==> config.mk <==
export PLATFORM = sky130hd
export DESIGN_NAME = doubly_linked_list_manager_unit
export DESIGN_NICKNAME = d
export VERILOG_FILES = /design/src/dllm_pkg.sv /design/src/dllm_ram.sv /design/src/dllm_node_store.sv /design/src/doubly_linked_list_manager_unit.sv
export SDC_FILE = /design/constraint.sdc
export NUM_CORES = 2
export LEC_CHECK = 0
export BUFFER_PORTS_ARGS = -buffer_cell sky130_fd_sc_hd__buf_4
export CAP_MARGIN = 10
export CELL_PAD_IN_SITES_DETAIL_PLACEMENT = 1
export CELL_PAD_IN_SITES_GLOBAL_PLACEMENT = 2
export CORE_MARGIN = 4
export CORE_UTILIZATION = 47
export CTS_BUF_LIST = sky130_fd_sc_hd__clkbuf_16
export DETAILED_ROUTE_END_ITERATION = 7
export PLACE_DENSITY = 0.87
export SETUP_SLACK_MARGIN = 0.2
export SLEW_MARGIN = 15
export SYNTH_ARGS = -nofsm -noshare
export SYNTH_HDL_FRONTEND = slang
export SYNTH_SLANG_ARGS = --single-unit
export TNS_END_PERCENT = 10
==> constraint.sdc <==
create_clock -name clk -period 8.8 [get_ports clk]
set_input_delay 0.88 -clock clk [delete_from_list [all_inputs] [get_ports clk]]
set_output_delay 0.88 -clock clk [all_outputs]
set_load 0.02 [all_outputs]
==> src/dllm_pkg.sv <==
package dllm_pkg;
	localparam int CAPACITY = 32;
	localparam int VALUE_WIDTH = 32;
	localparam int IDX_W = $clog2(CAPACITY + 1);
	localparam int ADR_W = $clog2(CAPACITY);
	localparam logic [IDX_W-1:0] NIL_IDX = IDX_W'(CAPACITY);

	localparam logic [2:0] CMD_INS_HEAD = 3'd0;
	localparam logic [2:0] CMD_INS_TAIL = 3'd1;
	localparam logic [2:0] CMD_INS_POS  = 3'd2;
	localparam logic [2:0] CMD_DEL_HEAD = 3'd3;
	localparam logic [2:0] CMD_DEL_TAIL = 3'd4;
	localparam logic [2:0] CMD_DEL_POS  = 3'd5;
	localparam logic [2:0] CMD_SHOW_FWD = 3'd6;
	localparam logic [2:0] CMD_SHOW_REV = 3'd7;

	localparam logic [1:0] ST_OK    = 2'd0;
	localparam logic [1:0] ST_BADPOS = 2'd1;
	localparam logic [1:0] ST_EMPTY = 2'd2;
	localparam logic [1:0] ST_FULL  = 2'd3;

	// sequencer commands to the link datapath
	typedef struct packed {
		logic                   wr_en;
		logic [ADR_W-1:0]       wr_adr;
		logic [VALUE_WIDTH-1:0] wr_val;
		logic [IDX_W-1:0]       wr_nxt;
		logic [IDX_W-1:0]       wr_prv;
		logic                   rd_en;
		logic [ADR_W-1:0]       rd_adr;
	} node_ctl_t;

	typedef struct packed {
		logic [VALUE_WIDTH-1:0] val;
		logic [IDX_W-1:0]       nxt;
		logic [IDX_W-1:0]       prv;
	} node_t;
endpackage

==> src/dllm_ram.sv <==
module dllm_ram #(
	parameter int WIDTH = 8,
	parameter int DEPTH = 32
) (
	input  logic                     clk,
	input  logic                     wr_en,
	input  logic [$clog2(DEPTH)-1:0] wr_adr,
	input  logic [WIDTH-1:0]         wr_data,
	input  logic                     rd_en,
	input  logic [$clog2(DEPTH)-1:0] rd_adr,
	output logic [WIDTH-1:0]         rd_data
);
	logic [WIDTH-1:0] mem_q [DEPTH];

	always_ff @(posedge clk) begin
		if (wr_en) mem_q[wr_adr] <= wr_data;
		if (rd_en) rd_data <= mem_q[rd_adr];
	end
endmodule

==> src/dllm_node_store.sv <==
module dllm_node_store (
	input  logic              clk,
	input  dllm_pkg::node_ctl_t ctl,
	output dllm_pkg::node_t   rd_node
);
	localparam int NW = dllm_pkg::VALUE_WIDTH + 2 * dllm_pkg::IDX_W;
	logic [NW-1:0] rd_raw;

	dllm_ram #(.WIDTH(NW), .DEPTH(dllm_pkg::CAPACITY)) u_ram (
		.clk(clk),
		.wr_en(ctl.wr_en),
		.wr_adr(ctl.wr_adr),
		.wr_data({ctl.wr_val, ctl.wr_nxt, ctl.wr_prv}),
		.rd_en(ctl.rd_en),
		.rd_adr(ctl.rd_adr),
		.rd_data(rd_raw)
	);

	assign rd_node = dllm_pkg::node_t'(rd_raw);
endmodule

==> src/doubly_linked_list_manager_unit.sv <==
// an error or an empty show goes from decode straight to the result state
// positional commands walk the links from the head, one read per link walked
// show: each element is read from the store, then sent from the show state
// throughput: one command at a time, the input stalls until the sequencer is idle again
// results leave through an output register; the sequencer waits while it is held
// reset: asynchronous, empties the list (used mask, head, tail, count cleared)
module doubly_linked_list_manager_unit (
	input  logic        clk,
	input  logic        arst_n,
	input  logic        in_valid,
	output logic        in_stall,
	input  logic [2:0]  command,
	input  logic signed [31:0] value,
	input  logic [5:0]  position,
	output logic        out_valid,
	input  logic        out_stall,
	output logic [1:0]  status,
	output logic signed [31:0] element,
	output logic        last,
	output logic [5:0]  length
);
	localparam int IW = dllm_pkg::IDX_W;
	localparam int AW = dllm_pkg::ADR_W;
	localparam int VW = dllm_pkg::VALUE_WIDTH;
	localparam int CW = $clog2(dllm_pkg::CAPACITY + 1);

	// sequencer states
	localparam logic [3:0] S_IDLE  = 4'd0;
	localparam logic [3:0] S_DEC   = 4'd1;
	localparam logic [3:0] S_WALK  = 4'd2;  // issue read of cur
	localparam logic [3:0] S_WAIT  = 4'd3;  // read data arrives
	localparam logic [3:0] S_INS   = 4'd4;  // cur node read, insert before it
	localparam logic [3:0] S_FIX   = 4'd5;  // patch neighbor pointer
	localparam logic [3:0] S_FIX2  = 4'd6;
	localparam logic [3:0] S_DEL   = 4'd7;  // cur node read, unlink it
	localparam logic [3:0] S_SHOW  = 4'd8;
	localparam logic [3:0] S_RES   = 4'd9;
	localparam logic [3:0] S_NBR   = 4'd10; // neighbor read for link patch
	localparam logic [3:0] S_NBR2  = 4'd11;

	logic [3:0]  state_q;
	logic [2:0]  cmd_q;
	logic [VW-1:0] val_q;
	logic [5:0]  pos_q;
	logic [dllm_pkg::CAPACITY-1:0] used_q;
	logic [IW-1:0] head_q, tail_q, cur_q, newn_q, pv_q, nx_q;
	logic [CW-1:0] count_q;
	logic [5:0]  steps_q;
	logic        ins_q;
	logic [1:0]  fix_q;     // which neighbor patches remain
	logic [IW-1:0] fix_adr_q;
	logic        fix_is_prev_q; // patch prv field else nxt field
	logic [IW-1:0] fix_val_q;

	dllm_pkg::node_ctl_t ctl;
	dllm_pkg::node_t     rd_node;

	dllm_node_store u_store (.clk(clk), .ctl(ctl), .rd_node(rd_node));

	// output register
	logic        ov_q;
	logic [1:0]  ost_q;
	logic [31:0] oel_q;
	logic        olast_q;
	logic [5:0]  olen_q;

	assign out_valid = ov_q;
	assign status    = ost_q;
	assign element   = oel_q;
	assign last      = olast_q;
	assign length    = olen_q;
	assign in_stall  = (state_q != S_IDLE);

	wire out_free = !ov_q || !out_stall;

	// lowest free slot, priority search over the used mask
	logic [IW-1:0] free_idx;
	always_comb begin
		free_idx = dllm_pkg::NIL_IDX;
		for (int i = dllm_pkg::CAPACITY - 1; i >= 0; i--)
			if (!used_q[i]) free_idx = IW'(i);
	end

	wire [31:0] shown = 32'(signed'(rd_node.val));

	// positional insert one past the end behaves as a tail insert
	wire append_tail = (cmd_q == dllm_pkg::CMD_INS_POS) && !ins_q &&
		(7'(pos_q) == 7'(count_q) + 7'd1);
	wire tail_side = (cmd_q == dllm_pkg::CMD_INS_TAIL) || !ins_q;
	wire pool_full = (count_q >= CW'(dllm_pkg::CAPACITY));

	// result to send
	logic        snd;
	logic [1:0]  snd_st;
	logic [31:0] snd_el;
	logic        snd_last;
	logic [1:0]  rst_q;

	always_comb begin
		ctl = '0;
		ctl.wr_val = val_q;
		snd = 1'b0;
		snd_st = rst_q;
		snd_el = '0;
		snd_last = 1'b1;
		unique case (state_q)
			S_WALK: begin
				ctl.rd_en = 1'b1;
				ctl.rd_adr = AW'(cur_q);
			end
			S_INS: begin
				// new node takes cur's place, before cur
				ctl.wr_en = 1'b1;
				ctl.wr_adr = AW'(newn_q);
				ctl.wr_nxt = cur_q;
				ctl.wr_prv = rd_node.prv;
			end
			S_NBR: begin
				ctl.rd_en = 1'b1;
				ctl.rd_adr = AW'(fix_adr_q);
			end
			S_FIX: begin
				ctl.wr_en = 1'b1;
				ctl.wr_adr = AW'(fix_adr_q);
				ctl.wr_val = rd_node.val;
				ctl.wr_nxt = fix_is_prev_q ? rd_node.nxt : fix_val_q;
				ctl.wr_prv = fix_is_prev_q ? fix_val_q : rd_node.prv;
			end
			S_SHOW: begin
				snd = 1'b1;
				snd_st = dllm_pkg::ST_OK;
				snd_el = shown;
				snd_last = (steps_q == 6'd1);
			end
			S_RES: snd = 1'b1;
			default: ;
		endcase
		if (state_q == S_DEC && (ins_q || append_tail) && !pool_full) begin
			// head/tail insert writes the new node at once, only when a slot is free
			ctl.wr_en = 1'b1;
			ctl.wr_adr = AW'(free_idx);
			ctl.wr_nxt = tail_side ? dllm_pkg::NIL_IDX : head_q;
			ctl.wr_prv = tail_side ? tail_q : dllm_pkg::NIL_IDX;
		end
	end

	always_ff @(posedge clk or negedge arst_n) begin
		if (!arst_n) begin
			state_q <= S_IDLE;
			used_q <= '0;
			head_q <= dllm_pkg::NIL_IDX;
			tail_q <= dllm_pkg::NIL_IDX;
			count_q <= '0;
			ov_q <= 1'b0;
			ins_q <= 1'b0;
			fix_q <= '0;
		end else begin
			if (ov_q && !out_stall && !(snd && out_free)) ov_q <= 1'b0;
			unique case (state_q)
				S_IDLE: begin
					if (in_valid) begin
						cmd_q <= command;
						val_q <= VW'(value);
						pos_q <= position;
						state_q <= S_DEC;
						ins_q <= (command == dllm_pkg::CMD_INS_HEAD ||
							command == dllm_pkg::CMD_INS_TAIL ||
							(command == dllm_pkg::CMD_INS_POS && position == 6'd1));
					end
				end
				S_DEC: begin
					if (cmd_q <= dllm_pkg::CMD_INS_POS) begin
						if (cmd_q == dllm_pkg::CMD_INS_POS &&
							(pos_q == 0 || 7'(pos_q) > 7'(count_q) + 7'd1)) begin
							rst_q <= dllm_pkg::ST_BADPOS;
							state_q <= S_RES;
						end else if (pool_full) begin
							rst_q <= dllm_pkg::ST_FULL;
							state_q <= S_RES;
						end else begin
							rst_q <= dllm_pkg::ST_OK;
							used_q[AW'(free_idx)] <= 1'b1;
							newn_q <= free_idx;
							count_q <= count_q + 1'b1;
							if (ins_q) begin
								if (head_q == dllm_pkg::NIL_IDX) begin
									head_q <= free_idx;
									tail_q <= free_idx;
									state_q <= S_RES;
								end else begin
									if (cmd_q == dllm_pkg::CMD_INS_TAIL) tail_q <= free_idx;
									else head_q <= free_idx;
									fix_q <= 2'd1;
									fix_adr_q <= (cmd_q == dllm_pkg::CMD_INS_TAIL) ? tail_q : head_q;
									fix_is_prev_q <= (cmd_q != dllm_pkg::CMD_INS_TAIL);
									fix_val_q <= free_idx;
									state_q <= S_NBR;
								end
							end else if (append_tail) begin
								// append at tail, then patch old tail
								ins_q <= 1'b1;
								tail_q <= free_idx;
								fix_q <= 2'd1;
								fix_adr_q <= tail_q;
								fix_is_prev_q <= 1'b0;
								fix_val_q <= free_idx;
								state_q <= S_NBR;
								cmd_q <= dllm_pkg::CMD_INS_TAIL;
							end else begin
								cur_q <= head_q;
								steps_q <= pos_q - 6'd1;
								state_q <= S_WALK;
							end
						end
					end else if (cmd_q <= dllm_pkg::CMD_DEL_POS) begin
						if (cmd_q == dllm_pkg::CMD_DEL_POS && pos_q == 0) begin
							rst_q <= dllm_pkg::ST_BADPOS;
							state_q <= S_RES;
						end else if (count_q == 0) begin
							rst_q <= (cmd_q == dllm_pkg::CMD_DEL_POS && pos_q != 6'd1) ?
								dllm_pkg::ST_BADPOS : dllm_pkg::ST_EMPTY;
							state_q <= S_RES;
						end else if (cmd_q == dllm_pkg::CMD_DEL_POS && 7'(pos_q) > 7'(count_q)) begin
							rst_q <= dllm_pkg::ST_BADPOS;
							state_q <= S_RES;
						end else begin
							rst_q <= dllm_pkg::ST_OK;
							cur_q <= (cmd_q == dllm_pkg::CMD_DEL_TAIL) ? tail_q : head_q;
							steps_q <= (cmd_q == dllm_pkg::CMD_DEL_POS) ? pos_q - 6'd1 : 6'd0;
							state_q <= S_WALK;
						end
					end else begin
						if (count_q == 0) begin
							rst_q <= dllm_pkg::ST_EMPTY;
							state_q <= S_RES;
						end else begin
							rst_q <= dllm_pkg::ST_OK;
							steps_q <= 6'(count_q);
							cur_q <= (cmd_q == dllm_pkg::CMD_SHOW_FWD) ? head_q : tail_q;
							state_q <= S_WALK;
						end
					end
				end
				S_WALK: state_q <= S_WAIT;
				S_WAIT: begin
					if (cmd_q >= dllm_pkg::CMD_SHOW_FWD) state_q <= S_SHOW;
					else if (steps_q != 0) begin
						cur_q <= rd_node.nxt;
						steps_q <= steps_q - 6'd1;
						state_q <= S_WALK;
					end else if (cmd_q == dllm_pkg::CMD_INS_POS) state_q <= S_INS;
					else state_q <= S_DEL;
				end
				S_INS: begin
					// cur.prv = new, prev.nxt = new (prev exists since pos > 1)
					fix_q <= 2'd2;
					fix_adr_q <= cur_q;
					fix_is_prev_q <= 1'b1;
					fix_val_q <= newn_q;
					pv_q <= rd_node.prv;
					state_q <= S_NBR;
				end
				S_DEL: begin
					used_q[AW'(cur_q)] <= 1'b0;
					count_q <= count_q - 1'b1;
					pv_q <= rd_node.prv;
					nx_q <= rd_node.nxt;
					if (rd_node.prv == dllm_pkg::NIL_IDX) head_q <= rd_node.nxt;
					if (rd_node.nxt == dllm_pkg::NIL_IDX) tail_q <= rd_node.prv;
					if (rd_node.prv != dllm_pkg::NIL_IDX) begin
						fix_adr_q <= rd_node.prv;
						fix_is_prev_q <= 1'b0;
						fix_val_q <= rd_node.nxt;
						fix_q <= (rd_node.nxt != dllm_pkg::NIL_IDX) ? 2'd3 : 2'd1;
						state_q <= S_NBR;
					end else if (rd_node.nxt != dllm_pkg::NIL_IDX) begin
						fix_adr_q <= rd_node.nxt;
						fix_is_prev_q <= 1'b1;
						fix_val_q <= rd_node.prv;
						fix_q <= 2'd1;
						state_q <= S_NBR;
					end else state_q <= S_RES;
				end
				S_NBR: state_q <= S_NBR2;
				S_NBR2: state_q <= S_FIX;
				S_FIX: begin
					if (fix_q == 2'd2) begin
						// second patch of a positional insert
						fix_adr_q <= pv_q;
						fix_is_prev_q <= 1'b0;
						fix_val_q <= newn_q;
						fix_q <= 2'd1;
						state_q <= S_NBR;
					end else if (fix_q == 2'd3) begin
						fix_adr_q <= nx_q;
						fix_is_prev_q <= 1'b1;
						fix_val_q <= pv_q;
						fix_q <= 2'd1;
						state_q <= S_NBR;
					end else state_q <= S_RES;
				end
				S_SHOW: begin
					if (out_free) begin
						ov_q <= 1'b1;
						ost_q <= snd_st;
						oel_q <= snd_el;
						olast_q <= snd_last;
						olen_q <= 6'(count_q);
						if (steps_q == 6'd1) state_q <= S_IDLE;
						else begin
							steps_q <= steps_q - 6'd1;
							cur_q <= (cmd_q == dllm_pkg::CMD_SHOW_FWD) ? rd_node.nxt : rd_node.prv;
							state_q <= S_WALK;
						end
					end
				end
				S_RES: begin
					if (out_free) begin
						ov_q <= 1'b1;
						ost_q <= snd_st;
						oel_q <= snd_el;
						olast_q <= snd_last;
						olen_q <= 6'(count_q);
						state_q <= S_IDLE;
					end
				end
				default: state_q <= S_IDLE;
			endcase
		end
	end
endmodule

### Word-level counts from Yosys, hierarchy flattened

Memories as Yosys holds them, arrays and structs flattened. A register that Yosys moved wholly into a read port is not among the register bits.
Index checks and enable logic that the tools add are counted.

* RAM bits: 1408
* bits of input ports: 45
* register bits: 183
* memories kept: 1
* output and inout bits: 43
* word-level logic and storage cells: 356

* $add $sub $neg: 5
* order comparisons: 10
* equal/unequal tests: 57
* bitwise gates (word level): 5
* muxes and demuxes: 202
* reductions and logical operators: 52

Memory list
* u_store.u_ram.mem_q: depth 32, bits a word 44, read ports 1, clocked after memory_dff 1, wr ports 1, RTL line dllm_ram.sv:13 `logic [WIDTH-1:0] mem_q [DEPTH];`

Operator list (number)
* 2-to-1 mux 6 bit: 96
* 2-to-1 mux 32 bit: 4
* case mux 32 bit (2 select lines): 1
* case mux 6 bit (2 select lines): 5
* 2-to-1 mux 4 bit: 14
* 2-to-1 mux 5 bit: 11
* 2-to-1 mux 2 bit: 26
* case mux 4 bit (11 select lines): 1
* case mux 6 bit (3 select lines): 2
* bitwise AND 32 bit: 1
* NOT 32 bit: 1
* bitwise OR 32 bit: 1
* != test 3 bit (second input constant): 9
* != test 2 bit (second input constant): 13
* 2-to-1 mux 1 bit: 25
* case mux 12 bit (2 select lines): 1
* case mux 6 bit (4 select lines): 1
* 2-to-1 mux 3 bit: 7
* case mux 5 bit (4 select lines): 1
* == test 6 bit (second input constant): 3
* subtractor 6 x 1 -> 6 bit (second input constant): 3
* == test 4 bit (second input constant): 4
* != test 4 bit (second input constant): 4
* AND reduction 8 bit: 2
* other kinds (49): 95

### Longest topological paths before layout

* depth after elaboration: 41
* depth in mapped cells: 13
* depth with buffers taken out: 11

### Hierarchy

Synthesis repeated with hierarchy kept, for this count alone.

* cell total of the unflattened synthesis: 4077
* area total of the unflattened synthesis: 65869.4 um2

By module, submodules not included
* dllm_ram: instances 1, cells an instance 3090, area an instance 55976.2 um2, sequential area each 43601.8 um2
* doubly_linked_list_manager_unit: instances 1, cells an instance 987, area an instance 9893.2 um2, sequential area each 5207.5 um2

### Least setup slack after synthesis

OpenSTA, ideal clock, no wires.

* kind: reg-to-reg
* from: register count_q[0]
* to: memory u_store.u_ram.mem_q[26][0] (netlist name), enable pin
* data arrival time: 6748 ps
* buffers on the path: 1
* period minus slack after synthesis: 7304 ps
* setup time: 555 ps
* required time: 8245 ps
* stages on the path, launching flop included: 13
* slack: 1496 ps
* cell sequence: dfrtp_1 -> ha_1 -> nand3_1 -> xnor2_1 -> ha_1 -> and3_1 -> o2111ai_2 -> nor2b_4 -> nor3_4 -> a222oi_1 -> or2_1 -> buf_2 -> nor4_1

* word-level cells in the longest chain between the ends: 9
* elaborated cells on any way between the ends: 11
* classes of those cells: add/sub: 1; order compare: 1; eq/ne: 1; mux: 3; reduce/logical: 5

RTL lines
* start: declaration: RTL line doubly_linked_list_manager_unit.sv:47 `logic [CW-1:0] count_q;`
* start signal: assignment: RTL line doubly_linked_list_manager_unit.sv:184 `count_q <= count_q + 1'b1;`
* start signal: assignment: RTL line doubly_linked_list_manager_unit.sv:265 `count_q <= count_q - 1'b1;`
* adder 6 x 1 -> 7 bit: RTL line doubly_linked_list_manager_unit.sv:88 `(7'(pos_q) == 7'(count_q) + 7'd1);`
* == test 6 x 7 -> 1 bit: RTL line doubly_linked_list_manager_unit.sv:88
* logical AND 1 bit: RTL line doubly_linked_list_manager_unit.sv:87 `wire append_tail = (cmd_q == dllm_pkg::CMD_INS_POS) && !ins_q &&`
* logical OR 1 bit: RTL line doubly_linked_list_manager_unit.sv:138 `if (state_q == S_DEC && (ins_q || append_tail) && !pool_full) begin`
* logical AND 1 bit: RTL line doubly_linked_list_manager_unit.sv:138
* logical AND 1 bit *: RTL line doubly_linked_list_manager_unit.sv:138
* 2-to-1 mux 6 bit *: RTL line doubly_linked_list_manager_unit.sv:138
* 2-to-1 mux 1 bit: RTL line dllm_ram.sv:16 `if (wr_en) mem_q[wr_adr] <= wr_data;`
* 2-to-1 mux 1 bit (implied by the code): RTL line dllm_ram.sv:16
* end: declaration: RTL line dllm_ram.sv:13

Every way passes the cells marked *; elsewhere a longest branch is shown, timed or not.

### Final worst setup path

* from: register count_q[0]
* to: memory u_store.u_ram.mem_q[14][27] (netlist name), enable pin

Same word-level chain as after synthesis.

==> impl_metrics.ini <==
[sta]
setup_violations = 0
fin_setup_tns_ns = 0
fmax_ghz = 0.1805
rsz0062_at_grt = no
fin_skew_ns = 0.02434
tightest_slew_ns = 1.198
period_share = 0.6295
slew_violations = 0
timing.hold.ws_ns = 0.07619
final.min_clock_period_ns = 5.540
finalHoldViolations = 0
slew_headroom = 0.2011

[yosys]
synthDominantCellAreaShare = 0.7264
netlist_instances = 4395
synth.area.top_cells = edfxtp_1 (73%), mux2i_1 (6.3%), nand2_1 (4.6%)
ys_seq_area_frac = 0.7487
ys_types = 80
avgSynthCellArea_um2 = 14.83
synthFlopType = edfxtp_1
mappedNetlistArea_um2 = 65190
async_reset_ff_frac = 0.03547
synth_edf_count = 1577
synth_fp_nets = 4463
yosys_warnings = 0
yosysTopAreaCell = edfxtp_1
ys_seq_elements = 1635

[min_path]
holdCritPathClass = in -> async

[floorplan]
coreArea_um2 = 137700
dieArea_um2 = 144700
fp-row-count = 136
start_util = 0.4735
dieHeight_um = 380.4
io_pins = 88
fp.dieW_um = 380.4

[setup_path]
cp_data_arrival_time_ns = 5.95
worstSetupStartpoint = count_q[0]$_DFFE_PN0P_
crit_required_ns = 9.21
critPathMaxStageDelay_ns = 0.97
path_max_fanout = 44
reg2reg_slack_ns = 3.26
regToRegStartpoint = count_q[0]$_DFFE_PN0P_
crit_buf_inv = 1
critPathLaunchType = flop
r2r_cells = 12
cp_cell_sequence = ha_1, nand3_1, xnor2_1, ha_1, and3_1, o2111ai_2, nand2b_1, nand3_1, o21ai_1, o21ai_1, nor3_2, buf_4
r2r-end = u_store.u_ram.mem_q[14][27]$_DFFE_PP_
slowest_stage = o21ai_1
endpoint_kind = flop
critical_path_class = reg -> reg
cp_top_family = compound AO/OA/AOI/OAI gates

[route]
drc = 0
wl_mm = 203.2
viasPerCell = 6.429
vias = 41268
final_antenna_net_count = 0
first_pass_iters = 7
wl_per_cell_um = 31.66
drt_iter0_drc = 5278

[pwr]
p_sw_frac = 0.3251
power_frac_clock = 0.313
p_int_mw = 14.65
power_frac_seq = 0.448
ir_drop_mv = 0.2086
p_per_area_nw_per_um2 = 296.1
leakage_nw = 26.37
power_frac_comb = 0.239
switchingPower_mw = 7.055

[grt]
antenna_found_initial = 8
grt_max_degree = 168
grtUsageTotal = 0.2757
grt_pass1_vias = 43001
globalRouteOverflowTotal = 0
grt_first_pass_wirelength_mm = 294.1

[final_layout]
mostFrequentLayoutCells = edfxtp_1 (1,577), nand2_1 (797), mux2i_1 (410)
diodes = 0
nets = 4560
areaGrowthSynthToFinish_pct = 12.45
drive_gt1_frac = 0.1075
final_common_cell = edfxtp_1
nFillCells = 13004

[clock_network]
root_buffer = clkbuf_16
cts_resized = 0
cts-htree-levels = 4
cts.clk_slew.worst_paths_ns = 0.06
cts_hold_buf = 0
clock_latency_ns = 0.80
clock_sinks = 1635
cts_tree = built
clock_path_buffers = 3
postCtsSetupBuffers = 0
numCtsBuffers = 161

[run_status]
status = completed

[placement]
gp_congestion = 0.8291
numPortBuffers = 87
dpl.hpwl_mm = 106.2

[flow_run]
drv_cap = 0
power groups by stage:
stage	sequential, mW	clock (mW)	combinational [mW]
after floorplan	9.65	0	3.25
after global placement	9.86	0	4.87
after detailed placement	9.87	0	5.08
after CTS	9.72	6.86	5.13
after global routing	9.75	7.24	5.51
final	9.73	6.78	5.19
worst max path at each step:
stage	to	slack, ns	cells after the start
after global routing	u_store.u_ram.mem_q[14][4]$_DFFE_PP_	3.04	12
after CTS	u_store.u_ram.mem_q[14][42]$_DFFE_PP_	3.34	12
final	u_store.u_ram.mem_q[14][27]$_DFFE_PP_	3.26	12
after global placement	u_store.u_ram.mem_q[15][28]$_DFFE_PP_	3.66	12
after floorplan	u_store.u_ram.mem_q[26][0]$_DFFE_PP_	1.50	12
after detailed placement	u_store.u_ram.mem_q[14][27]$_DFFE_PP_	3.41	12
cell families after synthesis:
group	share of synthesized area
muxes	0.06416
AOI/OAI and AO/OA	0.06342
DFF	0.7487
adders and majority gates	0.004530
xor gates and xnor gates	0.002150
and+or+nand+nor	0.09852
buffers and inverters	0.01848
final cells by class:
cell class | count | area [um^2] | area share
clock buffers | 167 | 4179 | 0.05701
clock inverters | 129 | 957.2 | 0.01306
inverters | 40 | 150.1 | 0.002048
multi-input cells | 2470 | 15520 | 0.2117
flip-flops and latches | 1635 | 48810 | 0.6659
well taps | 1794 | 2245 | 0.03062
repair buffers | 184 | 1444 | 0.01970
layer usage:
| metal | GRT usage | routed length [um] |
|---|---|---|
| met3 | 0.04820 | 17410 |
| met4 | 0.1077 | 8158 |
| met1 | 0.3689 | 79110 |
| met5 | 0 | 27 |
| met2 | 0.4527 | 98510 |
sequential cells by signal, summed over array words and instances (netlist names), 3 cells and up:
signal and count:
used_q 32, pos_q 6, u_store.u_ram.rd_data 44, head_q 6, count_q 6, fix_adr_q 5
steps_q 6, nx_q 5, fix_val_q 6, val_q 32, length 6, element 32
newn_q 6, u_store.u_ram.mem_q 1408, state_q 4, pv_q 6, tail_q 6, cur_q 6
cmd_q 3
synth_stat cells, drive strengths merged, types with 13 or more instances:
| master | instances |
|---|---|
| inv | 40 |
| a21oi | 53 |
| ha | 22 |
| o221ai | 46 |
| and2 | 44 |
| o31ai | 48 |
| edfxtp | 1577 |
| mux2i | 410 |
| dfrtp | 56 |
| nand4 | 97 |
| o22a | 44 |
| nand2 | 802 |
| nor4 | 13 |
| o21ai | 104 |
| clkbuf | 134 |
| nor2 | 67 |
| o22ai | 96 |
| buf | 116 |
| a31oi | 57 |
| a32oi | 46 |
| nor3 | 40 |
| nand3 | 296 |
metrics by stage:
stage	worst slack [ns]	cell area [um^2]	cells	util	power (mW)
6_report	3.260	73300	6419	0.5325	21.70
5_1_grt	3.040	73300	6419	0.5325	22.50
4_1_cts	3.335	73290	6419	0.5324	21.71
3_5_place_dp	3.414	68160	6123	0.4951	14.94
3_3_place_gp	3.658	68160	6123	0.4951	14.72
2_1_floorplan	1.496	65190	4395	-	12.90
Power figures use the tool's default switching activity.
